<file path="src/rtl/mtp_pkg.sv">
`default_nettype none
package mtp_pkg;

  localparam int unsigned STATE_WORDS   = 624;
  localparam int unsigned MIDDLE_OFFSET = 397;
  localparam int unsigned ADDR_W        = $clog2(STATE_WORDS);
  localparam int unsigned IDX_W         = $clog2(STATE_WORDS + 1);

  localparam logic [31:0] TWIST_XOR  = 32'h9908_b0df;
  localparam logic [31:0] HIGH_BIT   = 32'h8000_0000;
  localparam logic [31:0] LOW_BITS   = 32'h7fff_ffff;
  localparam logic [31:0] INIT_MULT  = 32'd1812433253;
  localparam logic [31:0] TEMPER_B   = 32'h9d2c_5680;
  localparam logic [31:0] TEMPER_C   = 32'hefc6_0000;
  localparam logic [31:0] RESET_SEED = 32'd5489;

  localparam logic CMD_DRAW = 1'b0;
  localparam logic CMD_SEED = 1'b1;

  typedef logic [ADDR_W-1:0] addr_t;
  typedef logic [IDX_W-1:0]  idx_t;

  localparam addr_t LAST_ADDR = addr_t'(STATE_WORDS - 1);
  localparam idx_t  IDX_FULL  = idx_t'(STATE_WORDS);

  typedef enum logic [1:0] {
    ALU_HOLD,
    ALU_MUL,
    ALU_TWIST,
    ALU_TEMPER
  } alu_op_e;

  typedef struct packed {
    alu_op_e     op;
    logic [31:0] a;
    logic [31:0] b;
    logic [31:0] c;
  } alu_req_t;

  typedef struct packed {
    logic        we;
    addr_t       waddr;
    logic [31:0] wdata;
    addr_t       raddr_a;
    addr_t       raddr_b;
  } mem_req_t;

  function automatic addr_t next_addr(input addr_t k);
    addr_t r;
    if (k == LAST_ADDR) begin
      r = '0;
    end else begin
      r = k + addr_t'(1);
    end
    return r;
  endfunction

  function automatic addr_t mid_addr(input addr_t k);
    logic [ADDR_W:0] s;
    s = {1'b0, k} + (ADDR_W+1)'(MIDDLE_OFFSET);
    if (s >= (ADDR_W+1)'(STATE_WORDS)) begin
      s = s - (ADDR_W+1)'(STATE_WORDS);
    end
    return s[ADDR_W-1:0];
  endfunction

endpackage
`default_nettype wire

</file>
<file path="src/rtl/mtp_alu.sv">
`default_nettype none
module mtp_alu
  import mtp_pkg::*;
(
  input  wire logic        clk_i,
  input  wire alu_req_t    req_i,
  output logic      [31:0] res_o
);

  logic [31:0] res_d;
  logic [31:0] res_q;
  logic [31:0] x;
  logic [31:0] y;
  logic [31:0] t;

  always_comb begin
    res_d = res_q;
    x     = req_i.a ^ (req_i.a >> 30);
    y     = (req_i.a & HIGH_BIT) | (req_i.b & LOW_BITS);
    t     = req_i.a ^ (req_i.a >> 11);
    t     = t ^ ((t << 7) & TEMPER_B);
    t     = t ^ ((t << 15) & TEMPER_C);
    t     = t ^ (t >> 18);
    case (req_i.op)
      ALU_HOLD:   res_d = res_q;
      ALU_MUL:    res_d = x * INIT_MULT;
      ALU_TWIST:  res_d = req_i.c ^ (y >> 1) ^ (y[0] ? TWIST_XOR : 32'h0);
      ALU_TEMPER: res_d = t;
      default:    res_d = res_q;
    endcase
  end

  always_ff @(posedge clk_i) begin
    res_q <= res_d;
  end

  assign res_o = res_q;

endmodule
`default_nettype wire

</file>
<file path="config.mk">
export PLATFORM = sky130hd
export DESIGN_NAME = mtp_alu
export DESIGN_NICKNAME = d
export VERILOG_FILES = /design/src/rtl/mtp_pkg.sv /design/src/rtl/mtp_alu.sv
export SDC_FILE = /design/constraint.sdc
export NUM_CORES = 1
export LEC_CHECK = 0
export BUFFER_PORTS_ARGS = -buffer_cell sky130_fd_sc_hd__buf_2
export CAP_MARGIN = 20
export CORE_MARGIN = 2
export CORE_UTILIZATION = 48
export CTS_CLUSTER_SIZE = 24
export DETAILED_ROUTE_END_ITERATION = 16
export GPL_TIMING_DRIVEN = 0
export PLACE_DENSITY = 0.68
export SETUP_SLACK_MARGIN = 0.3
export SYNTH_ARGS = -nofsm -noshare
export SYNTH_HDL_FRONTEND = slang
export SYNTH_SLANG_ARGS = --single-unit
</file>
<file path="constraint.sdc">
create_clock -name clk_i -period 20.3 [get_ports clk_i]
set_input_delay 2.03 -clock clk_i [delete_from_list [all_inputs] [get_ports clk_i]]
set_output_delay 2.03 -clock clk_i [all_outputs]
set_load 0.02 [all_outputs]
</file>
Word level (Yosys, flattened, before mapping) --
Index checks and enable logic that the tools add are counted.
Storage, ports and cells: output and inout port bits 32, register bits 32, input port bits 99
Operators by class: muxes and demuxes 2, equality and inequality tests 3, reduce and logical (&&, ||, !) cells 1, $mul 1, bitwise logic cells 8
Operator list (number):
- $pmux 32 s3 | 1
- $xor 32x32->32 | 3
- $mul 32x31->32 const B | 1
- $mux 32 | 1
- $or 32x31->32 | 1
- $xor 32x14->32 | 1
- $xor 32x2->32 | 1
- $xor 32x21->32 | 1
- $xor 32x31->32 | 1
- $eq 2x2->1 const B | 2
- $eq 2x1->1 const B | 1
- $logic_not 2->1 | 1

Logic depth before layout (Yosys ltp) --
Gate-level depths: netlist of the first run.
depth after elaboration 5, gate-level depth with buffers 26, depth with buffers taken out 24

Least setup slack after synthesis of the first run --
No wires, ideal clock.
path type input -> register, start point input req_i[95] (netlist name), end point register res_q[30], in the netlist res_o[30], data pin, cell stages on the path 25, slack 12113 ps, arrival 7921 ps, buffers on the path 1, library setup time 266 ps, cells stage by stage buf_6 > xor2_1 > xor2_1 > ha_1 > or2_2 > ha_1 > inv_1 > fa_1 > inv_1 > ha_1 > fa_1 > fa_1 > fa_1 > inv_1 > fa_1 > inv_1 > ha_1 > a21o_1 > a21oi_2 > o211ai_2 > or3_1 > o221a_2 > o21ai_2 > and3_2 > o31ai_2
On the way: cells in the longest elaborated chain, start to end 4, elaborated cells on any way between the ends 6, classes of those cells 1 x mul; 1 x mux; 4 x bitwise
RTL lines:
- start: declaration | line mtp_alu.sv:6 | input wire alu_req_t req_i,
- parallel branches: the longest is 3 deep, another holds $mul 32x31->32
- $pmux 32 s3 (*) | line mtp_alu.sv:24 | case (req_i.op)
- named net res_d[30] | line mtp_alu.sv:10 | logic [31:0] res_d;
- end signal: assignment | line mtp_alu.sv:34 | res_q <= res_d;
- end: declaration | line mtp_alu.sv:11 | logic [31:0] res_q;
Mark *: on every way through the listed nets, which the timed path passes. A chain may end at the register's enable or synchronous reset.

Worst setup path after layout of the first run --
start point input req_i[65] (netlist name), end point register res_q[31], in the netlist res_o[31], data pin
On the way: cells in the longest elaborated chain, start to end 3
RTL lines:
- $xor 32x2->32 | line mtp_alu.sv:18 | x = req_i.a ^ (req_i.a >> 30);
- $mul 32x31->32 | line mtp_alu.sv:26 | ALU_MUL: res_d = x * INIT_MULT;
- $pmux 32 s3 | line mtp_alu.sv:24
- named net res_d[31] | line mtp_alu.sv:10
The timed path passes the listed nets, and every way through them passes these cells.

==> results.md, run 1 <==
- Post-CTS timing repair inserted 0 buffers for setup.
- The mean routed wirelength per cell is 18.12 um.
- Counting flops with a built-in enable in the synthesized netlist gives 32.
- The total overflow left after global routing is 0.
- Data on the critical path is required at its endpoint by 20310 ps.
- The total number of clock tree sinks is 32.
- The clock root buffer is sky130_fd_sc_hd__clkbuf_16.
- The number of buffers on the longest clock path is 2.
- The cell taking the most area after synthesis is sky130_fd_sc_hd__fa_1.
- The count of standard-cell rows is 53.
- The detailed placement HPWL is 22200 um.
- The antenna violation net count after detailed routing is 0.
- The smallest clock period supported by the final layout is computed as 9194 ps.
- The critical path in this run is classified as input pin to flip-flop.
- The area growth from synthesis to layout is 11.25%.
- The count of final hold-check violations is 0.
- The classification of the worst-slack hold path is input pin to flip-flop.
- The final-layout fill cell count is 1905.
- The total of hold buffers inserted after clock tree synthesis is 0.
- The number of antenna violations at the first check in global routing is 0.
- The Yosys step of the flow raised 0 warnings.
- Setup repair after global routing left no endpoint under its margin.
- After synthesis, the most frequently instantiated cells are 239 x sky130_fd_sc_hd__inv_1, 209 x sky130_fd_sc_hd__ha_1, 146 x sky130_fd_sc_hd__fa_1, 93 x sky130_fd_sc_hd__xnor2_1, 61 x sky130_fd_sc_hd__xor2_1.
- The share of post-route cells with drive strength above 1 is 0.1310.
- The share of synthesized area in the top cell type comes to 0.2878.
- In this run the tightest slew margin relative to its limit is 0.2004.
- STA puts the critical path data arrival time at 9210 ps.
- The die boundary width is 149.5 um.
- The final total negative setup slack is 0 ps.
- The category of the worst setup path launch point is an input pin.
- The vias after detailed routing is 7402.
- For the pin with the worst max-slew slack, the measured transition is 1195 ps.
- After detailed routing, the number of remaining DRC violations is 0.
- For met1 alone, demand over resource in global routing was 0.3230.
- TritonCTS created 5 clock buffers.
- The average instance in the mapped netlist occupies 9.822 um2.
- met2 is the most crowded layer.
- The category of the worst setup path capture point is a flip-flop.
- In the synthesized netlist, the number of instances is 1034.
- The cell with the most instances after synthesis is sky130_fd_sc_hd__inv_1.
- The count of final max-slew check failures is 0.
- The largest net degree at the start of global routing is 33.
- In this run, the number of DRC markers left after iteration 0 of detailed routing was 290.
- In the global route stage, overall resource usage came out at 0.2419.
- The count of distinct cell types in the synthesized netlist is 47.
- The count of maximum capacitance violations is 0.
- The peak fanout along the critical path is 8.
- The vias per cell is 5.126.
- The register clock-pin slew on the reported worst setup and hold paths is 50 ps.
- By area the synthesized netlist is led by sky130_fd_sc_hd__fa_1 29%, sky130_fd_sc_hd__ha_1 26%, sky130_fd_sc_hd__edfxtp_1 9.5%, sky130_fd_sc_hd__inv_1 8.8%, sky130_fd_sc_hd__xnor2_1 8.0%.
- In this run, post-CTS repair resized a total of 0 instances.
- The flip-flop and latch count after synthesis is 32.
- The run finished with clean final reports.
- The number of nets handed over by synthesis was 1488.
- The global routing met2 resource utilization is 0.4211.
- The routing usage on met3 is 0.02713.
- Of the available clock period, the critical path in the final layout requires 0.4529.
- The count of buffers added on input and output ports is 125.
- The initial core utilization is 0.4862.
- The share of the Yosys chip area taken by registers is 0.09462.
- The top-level I/O count is 131.
- Static timing analysis puts the maximum clock frequency at 108.8 MHz.
- The final weighted congestion in routability-driven placement is 0.9505.
- The first-pass iteration count of the detailed router is 6.
- The first global-routing pass estimated 40590 um of wire.
- In the synthesized netlist the async set-or-reset flop fraction comes to 0.
- Setup violations remaining at the end of the flow were counted as 0.
- The dominant register cell in the synthesized netlist is sky130_fd_sc_hd__edfxtp_1.
- The area of the placeable core is 20890 um2.
- After the last flow step, the layout net total stands at 1621.
- Summing every instance area after synthesis gives 10160 um2.
- The flip-flop count of the largest register, all copies and words added is 32.
- The floorplan step defined a die boundary enclosing 22340 um2.
- TritonCTS built the clock tree.
- The routed design has 26170 um of wire.
- CTS built an H-tree with a depth of 2.
- In this run the vertical extent of the chip is 149.5 um.
- The via count of the first global-routing pass was 7725.
-- final timing paths --
path	from	to	slack [ps]	cells after the start
worst max-delay path	req_i[65]	res_o[31]$_DFFE_PP_	11110	25
worst min-delay path	req_i[30]	res_o[30]$_DFFE_PP_	2270	4
-- worst max-delay path: stages --
cell and delay (ps):
sky130_fd_sc_hd__buf_2 130, sky130_fd_sc_hd__xor2_1 930, sky130_fd_sc_hd__xor2_1 500, sky130_fd_sc_hd__ha_1 330, sky130_fd_sc_hd__or2_2 310, sky130_fd_sc_hd__ha_1 280
sky130_fd_sc_hd__inv_1 50, sky130_fd_sc_hd__fa_1 480, sky130_fd_sc_hd__inv_1 40, sky130_fd_sc_hd__ha_1 180, sky130_fd_sc_hd__fa_1 470, sky130_fd_sc_hd__fa_1 510
sky130_fd_sc_hd__fa_1 490, sky130_fd_sc_hd__inv_1 50, sky130_fd_sc_hd__fa_1 470, sky130_fd_sc_hd__inv_1 40, sky130_fd_sc_hd__ha_1 370, sky130_fd_sc_hd__a21o_1 240
sky130_fd_sc_hd__o21bai_1 180, sky130_fd_sc_hd__a31oi_1 250, sky130_fd_sc_hd__o211ai_1 150, sky130_fd_sc_hd__o211ai_1 250, sky130_fd_sc_hd__a31oi_1 130, sky130_fd_sc_hd__xnor2_1 250
sky130_fd_sc_hd__o21ai_1 100
-- layout by cell type (no fill, tap or decap), drive strengths merged, types with 2 or more instances in the layout --
| cell | Yosys | layout |
|---|---|---|
| inv | 239 | 239 |
| ha | 209 | 209 |
| fa | 146 | 146 |
| buf | 8 | 134 |
| xnor2 | 95 | 95 |
| xor2 | 62 | 62 |
| a21oi | 41 | 41 |
| o21ai | 41 | 41 |
| nand2 | 40 | 40 |
| nor2 | 35 | 35 |
| edfxtp | 32 | 32 |
| o211ai | 21 | 21 |
| clkbuf | 10 | 15 |
| a21o | 9 | 9 |
| nand3 | 6 | 6 |
| o21a | 4 | 4 |
| o21bai | 4 | 4 |
| and2 | 3 | 3 |
| a31oi | 3 | 3 |
| nor3 | 3 | 3 |
| mux2i | 3 | 3 |
| or2 | 2 | 2 |
| a211oi | 2 | 2 |
| clkinv | 0 | 2 |
| and3 | 2 | 2 |
| o31ai | 2 | 2 |
-- routing by layer --
layer	wire [um]	vias to the layer above
met1	11610	3585
met4	536	0
li1	-	3560
met5	0	-
met2	12430	225
met3	1586	32
-- cell type report --
type                       count  area, um2  area share
multi-input combinational    745       8220      0.7276
sequential                    32      960.9     0.08505
timing repair buffer         126      633.1     0.05604
tap                          275      344.1     0.03045
inverter                     239      897.1     0.07940
antenna                        1      2.502   0.0002215
clock inverter                 3      37.54    0.003322
clock buffer                   5      125.1     0.01107
buffer                        18      77.57    0.006866
-- cells by family (layout without fill, tap and decap cells) --
family | after synthesis | count (layout) | synth area share
fa+ha+maj | 355 | 355 | 0.5453
simple gates | 96 | 96 | 0.04029
buf+inv | 257 | 391 | 0.09597
flops | 32 | 32 | 0.09462
xor+xnor | 157 | 157 | 0.1376
compound gates | 134 | 134 | 0.08328
mux | 3 | 3 | 0.002957
other cells | 0 | 1 | 0
-- through the flow --
step	instance area, um2	utilization	std cells	hold WS (ps)	worst slack, ps
6_report	11300	0.5409	1444	2270	11110
3_5_place_dp	11130	0.5330	1435	2474	10870
2_1_floorplan	10160	-	1034	2369	12110
4_1_cts	11300	0.5408	1443	2268	11150
5_1_grt	11300	0.5408	1443	2317	10920
3_3_place_gp	11130	0.5326	1434	2476	10690
Power of run 1 is left out: the tool's default activity adds up to more than one toggle a clock period on the data nets, which glitch-free logic cannot reach.
==> inputs of run 2 (changes only) <==
--- a/config.mk
+++ b/config.mk
@@ -5,6 +5,7 @@
 export SDC_FILE = /design/constraint.sdc
 export NUM_CORES = 1
 export LEC_CHECK = 0
+export ABC_AREA = 1
 export BUFFER_PORTS_ARGS = -buffer_cell sky130_fd_sc_hd__buf_2
 export CAP_MARGIN = 20
 export CORE_MARGIN = 2
@@ -12,7 +13,7 @@
 export CTS_CLUSTER_SIZE = 24
 export DETAILED_ROUTE_END_ITERATION = 16
 export GPL_TIMING_DRIVEN = 0
-export PLACE_DENSITY = 0.68
+export PLACE_DENSITY = 0.71
 export SETUP_SLACK_MARGIN = 0.3
 export SYNTH_ARGS = -nofsm -noshare
 export SYNTH_HDL_FRONTEND = slang
==> constraint.sdc (replaced) <==
create_clock -name clk_i -period 7.98 [get_ports clk_i]
set_input_delay 0.798 -clock clk_i [delete_from_list [all_inputs] [get_ports clk_i]]
set_output_delay 0.798 -clock clk_i [all_outputs]
set_load 0.02 [all_outputs]
==> results.md, run 2 <==
- Status: finished clean (unchanged).
- The average cell area after synthesis is 8.789 um2 (was 9.822 um2).
- The share of synthesized flip-flops with an asynchronous set or reset came to 0 (unchanged).
- The worst hold-check slack is 860.8 ps (was 2270 ps).
- The placed cell area is 11510 um2 (was 11130 um2).
- The final instance area came to 11670 um2 (was 11300 um2).
- The mean routed wirelength per cell is 17.84 um (was 18.12 um).
- The ratio of final minimum period to clock period is 0.8980.
- The total clock buffers created by CTS is 5 (unchanged).
- The antenna violation net count after detailed routing is 0 (unchanged).
- The via count of the first global-routing pass is 8897 (was 7725).
- The gate count after technology mapping is 1197 (was 1034).
- The synthesized-area fraction occupied by xor and xnor cells is 0.09360 (was 0.1376).
- The worst-margin pin slew came to 730.5 ps (was 1195 ps).
- The top-level I/O count was 131 (unchanged).
- The multiplexer fraction of the synthesized cell area is 0 (was 0.002957).
- The category of the worst setup path capture point is a flip-flop (unchanged).
- The cell type group with the largest total delay on the critical path is adder cells (unchanged).
- The slowest cell on the critical path is sky130_fd_sc_hd__fa_1 (was sky130_fd_sc_hd__xor2_1).
- The number of cells upsized or downsized after cts is 0 (unchanged).
- The storage element area is 960.9 um2 (unchanged).
- The area of the placeable core is 21690 um2 (was 20890 um2).
- The post-synthesis simple-gate area fraction came to 0.09979 (was 0.04029).
- The largest net degree at the start of global routing came to 33 (unchanged).
- Leading post-synthesis cells by instance count: 299 x sky130_fd_sc_hd__inv_1, 209 x sky130_fd_sc_hd__ha_1, 157 x sky130_fd_sc_hd__nand2_1, 146 x sky130_fd_sc_hd__fa_1, 72 x sky130_fd_sc_hd__xnor2_1 (was 239 x sky130_fd_sc_hd__inv_1, 209 x sky130_fd_sc_hd__ha_1, 146 x sky130_fd_sc_hd__fa_1, 93 x sky130_fd_sc_hd__xnor2_1, 61 x sky130_fd_sc_hd__xor2_1).
- The dominant register cell in the synthesized netlist is sky130_fd_sc_hd__edfxtp_1 (unchanged).
- The number of buffers on the longest clock path is 2 (unchanged).
- The setup-violating endpoint count in the final report is 0 (unchanged).
- The final weighted congestion in routability-driven placement is 0.9496 (was 0.9505).
- The category of the worst setup path launch point is an input pin (unchanged).
- The critical path arrival was 7150 ps (was 9210 ps).
- The flip-flop and latch count after synthesis is 32 (unchanged).
- The total setup buffers inserted after CTS is 0 (unchanged).
- The cell taking the most area after synthesis was sky130_fd_sc_hd__fa_1 (unchanged).
- The worst endpoint required time is 7960 ps (was 20310 ps).
- The height of the die is 152.0 um (was 149.5 um).
- The remaining design rule violation count was 0 (unchanged).
- The maximum level of the CTS H-tree came to 2 (unchanged).
- The remaining global-route overflow is 0 (unchanged).
- The classification of the worst-slack hold path is input pin to flip-flop (unchanged).
- Synth area leaders: sky130_fd_sc_hd__fa_1 28%, sky130_fd_sc_hd__ha_1 25%, sky130_fd_sc_hd__inv_1 11%, sky130_fd_sc_hd__edfxtp_1 9.1%, sky130_fd_sc_hd__xnor2_1 6.0% (was sky130_fd_sc_hd__fa_1 29%, sky130_fd_sc_hd__ha_1 26%, sky130_fd_sc_hd__edfxtp_1 9.5%, sky130_fd_sc_hd__inv_1 8.8%, sky130_fd_sc_hd__xnor2_1 8.0%).
- The global-route usage over all layers is 0.2601 (was 0.2419).
- The number of cells on the worst hold path is 3 (was 4).
- The multi-input combinational cell area is 8382 um2 (was 8220 um2).
- The area share of the largest cell type after synthesis is 0.2778 (was 0.2878).
- Most frequent cells in the layout: 299 x sky130_fd_sc_hd__inv_1, 209 x sky130_fd_sc_hd__ha_1, 157 x sky130_fd_sc_hd__nand2_1, 146 x sky130_fd_sc_hd__fa_1, 131 x sky130_fd_sc_hd__buf_2 (was 239 x sky130_fd_sc_hd__inv_1, 209 x sky130_fd_sc_hd__ha_1, 146 x sky130_fd_sc_hd__fa_1, 127 x sky130_fd_sc_hd__buf_2, 93 x sky130_fd_sc_hd__xnor2_1).
- The startpoint of the worst setup timing path is req_i[94] (was req_i[65]).
- The count of yosys warnings during synthesis was 0 (unchanged).
- The number of buffers and inverters on the critical path is 7 (was 5).
- The final total negative setup slack is 0 ps (unchanged).
- The final-layout fill cell count is 2054 (was 1905).
- The origin of the worst min-delay path is req_i[5] (was req_i[30]).
- The startpoint-to-endpoint class of the critical path is input pin to flip-flop (unchanged).
- The initial core utilization is 0.4851 (was 0.4862).
- The count of final hold-check violations is 0 (unchanged).
- The routed design could run at a clock period as short as 7166 ps.
- The register clock-pin slew on the reported worst setup and hold paths came to 50 ps (about the same).
- The share of post-route cells with drive strength above 1 is 0.1141 (was 0.1310).
- The total of buffers placed on input and output ports is 127 (was 125).
- The vias per cell is 5.153 (was 5.126).
- The summed instance area of the synthesized netlist is 10520 um2 (was 10160 um2).
- The clock tree from TritonCTS is done (unchanged).
- The clock root buffer is sky130_fd_sc_hd__clkbuf_16 (unchanged).
- The total of hold buffers inserted after clock tree synthesis is 0 (unchanged).
- The most prevalent standard cell on the critical path is sky130_fd_sc_hd__inv_1 (was sky130_fd_sc_hd__fa_1).
- Unrepaired setup endpoints after global routing: false (unchanged).
- The count of distinct cell types in the synthesized netlist is 33 (was 47).
- The endpoint with the worst hold slack is res_o[5]$_DFFE_PP_ (was res_o[30]$_DFFE_PP_).
- The biggest cell delay along the critical path is 510 ps (was 930 ps).
- The number of antenna violations at the first check in global routing is 0 (unchanged).
- The dominant combinational cell family by area after synthesis is adder cells (unchanged).
- The total number of clock tree sinks is 32 (unchanged).
- The sequential fraction of the synthesis area came to 0.09134 (was 0.09462).
- The peak fanout along the critical path is 5 (was 8).
- The detailed placement HPWL came to 24540 um (was 22200 um).
- The synthesized net count came to 1651 (was 1488).
- The relative max-transition margin is 0.5130 (was 0.2004).
- The first-pass iteration count of the detailed router came to 4 (was 6).
- The most common cell after layout, fill and taps aside is sky130_fd_sc_hd__inv_1 (unchanged).
- The cell with the most instances after synthesis was sky130_fd_sc_hd__inv_1 (unchanged).
- The critical path depth in cells came to 27 (was 25).
- The area growth from synthesis to layout is 10.97% (was 11.25%).
- The wire length after detailed routing is 28760 um (was 26170 um).
- The number of flops mapped to enable cells by yosys is 32 (unchanged).
- The number of violations reported at the end of detailed-routing iteration 0 is 474 (was 290).
- The achievable clock frequency is 139.5 MHz.
- The die outline area is 23120 um2 (was 22340 um2).
- The count of final max-slew check failures is 0 (unchanged).
- The synthesized-area fraction occupied by adder cells is 0.5264 (was 0.5453).
- The flip-flop count of the largest register, all copies and words added was 32 (unchanged).
- The vias after detailed routing was 8306 (was 7402).
- The die boundary width is 152.0 um (was 149.5 um).
- The final net count was 1785 (was 1621).
- The post-synthesis compound-gate area fraction is 0.07695 (was 0.08328).
- The count of standard-cell rows is 54 (was 53).
- The number of diodes is 0 (was 1).
- The count of maximum capacitance violations is 0 (unchanged).
- The global-route wire length before repair is 46950 um (was 40590 um).
run 2: cell count changes in the layout (fill, tap and decap cells not counted), sizes merged, moves of 10 or more:
| cell | previous run | this run |
|---|---|---|
| o221ai | 1 | 13 |
| o211ai | 21 | 9 |
| nand2 | 40 | 157 |
| a21oi | 41 | 51 |
| xnor2 | 95 | 76 |
| nand3 | 6 | 34 |
| inv | 239 | 299 |
| xor2 | 62 | 33 |
run 2: final cells by class:
class,instances,share of cell area
Buffer,13,0.004716
Sequential cell,32,0.08232
Clock inverter,3,0.003644
Multi-Input combinational cell,853,0.7180
Tap cell,280,0.03001
Timing Repair Buffer,127,0.05445
Inverter,299,0.09614
Clock buffer,5,0.01072
run 2: layer usage:
| layer | global-route usage | vias to the layer above | share of wire |
|---|---|---|---|
| met1 | 0.3525 | 3958 | 0.44 |
| met5 | 0 | - | 0 |
| li1 | - | 4048 | - |
| met4 | 0.08901 | 0 | 0.036 |
| met2 | 0.4292 | 260 | 0.46 |
| met3 | 0.03708 | 40 | 0.059 |
run 2: cells by family after synthesis:
kind of cell	Yosys count
adder cells (fa/ha/maj)	355
buffers and inverters	312
flip-flops	32
AO/OA/AOI/OAI	136
AND/OR/NAND/NOR	253
XOR/XNOR	109
run 2: how the worst max path moves through the flow:
stage | slack (ps) | to
finish | 810 | res_o[21]$_DFFE_PP_
global route | 330 | res_o[21]$_DFFE_PP_
CTS | 880 | res_o[21]$_DFFE_PP_
detailed placement | 600 | res_o[28]$_DFFE_PP_
global placement | 620 | res_o[24]$_DFFE_PP_
floorplan | 1500 | res_o[28]$_DFFE_PP_
run 2: metrics by stage:
step,worst slack [ps],utilization,std cells
after floorplan,1496,-,1197
after global placement,615.2,0.5305,1604
after detailed placement,600.4,0.5305,1604
after CTS,877.4,0.5382,1612
after global routing,329.6,0.5382,1612
final,814.0,0.5382,1612
Power of run 2 is left out for the same reason.
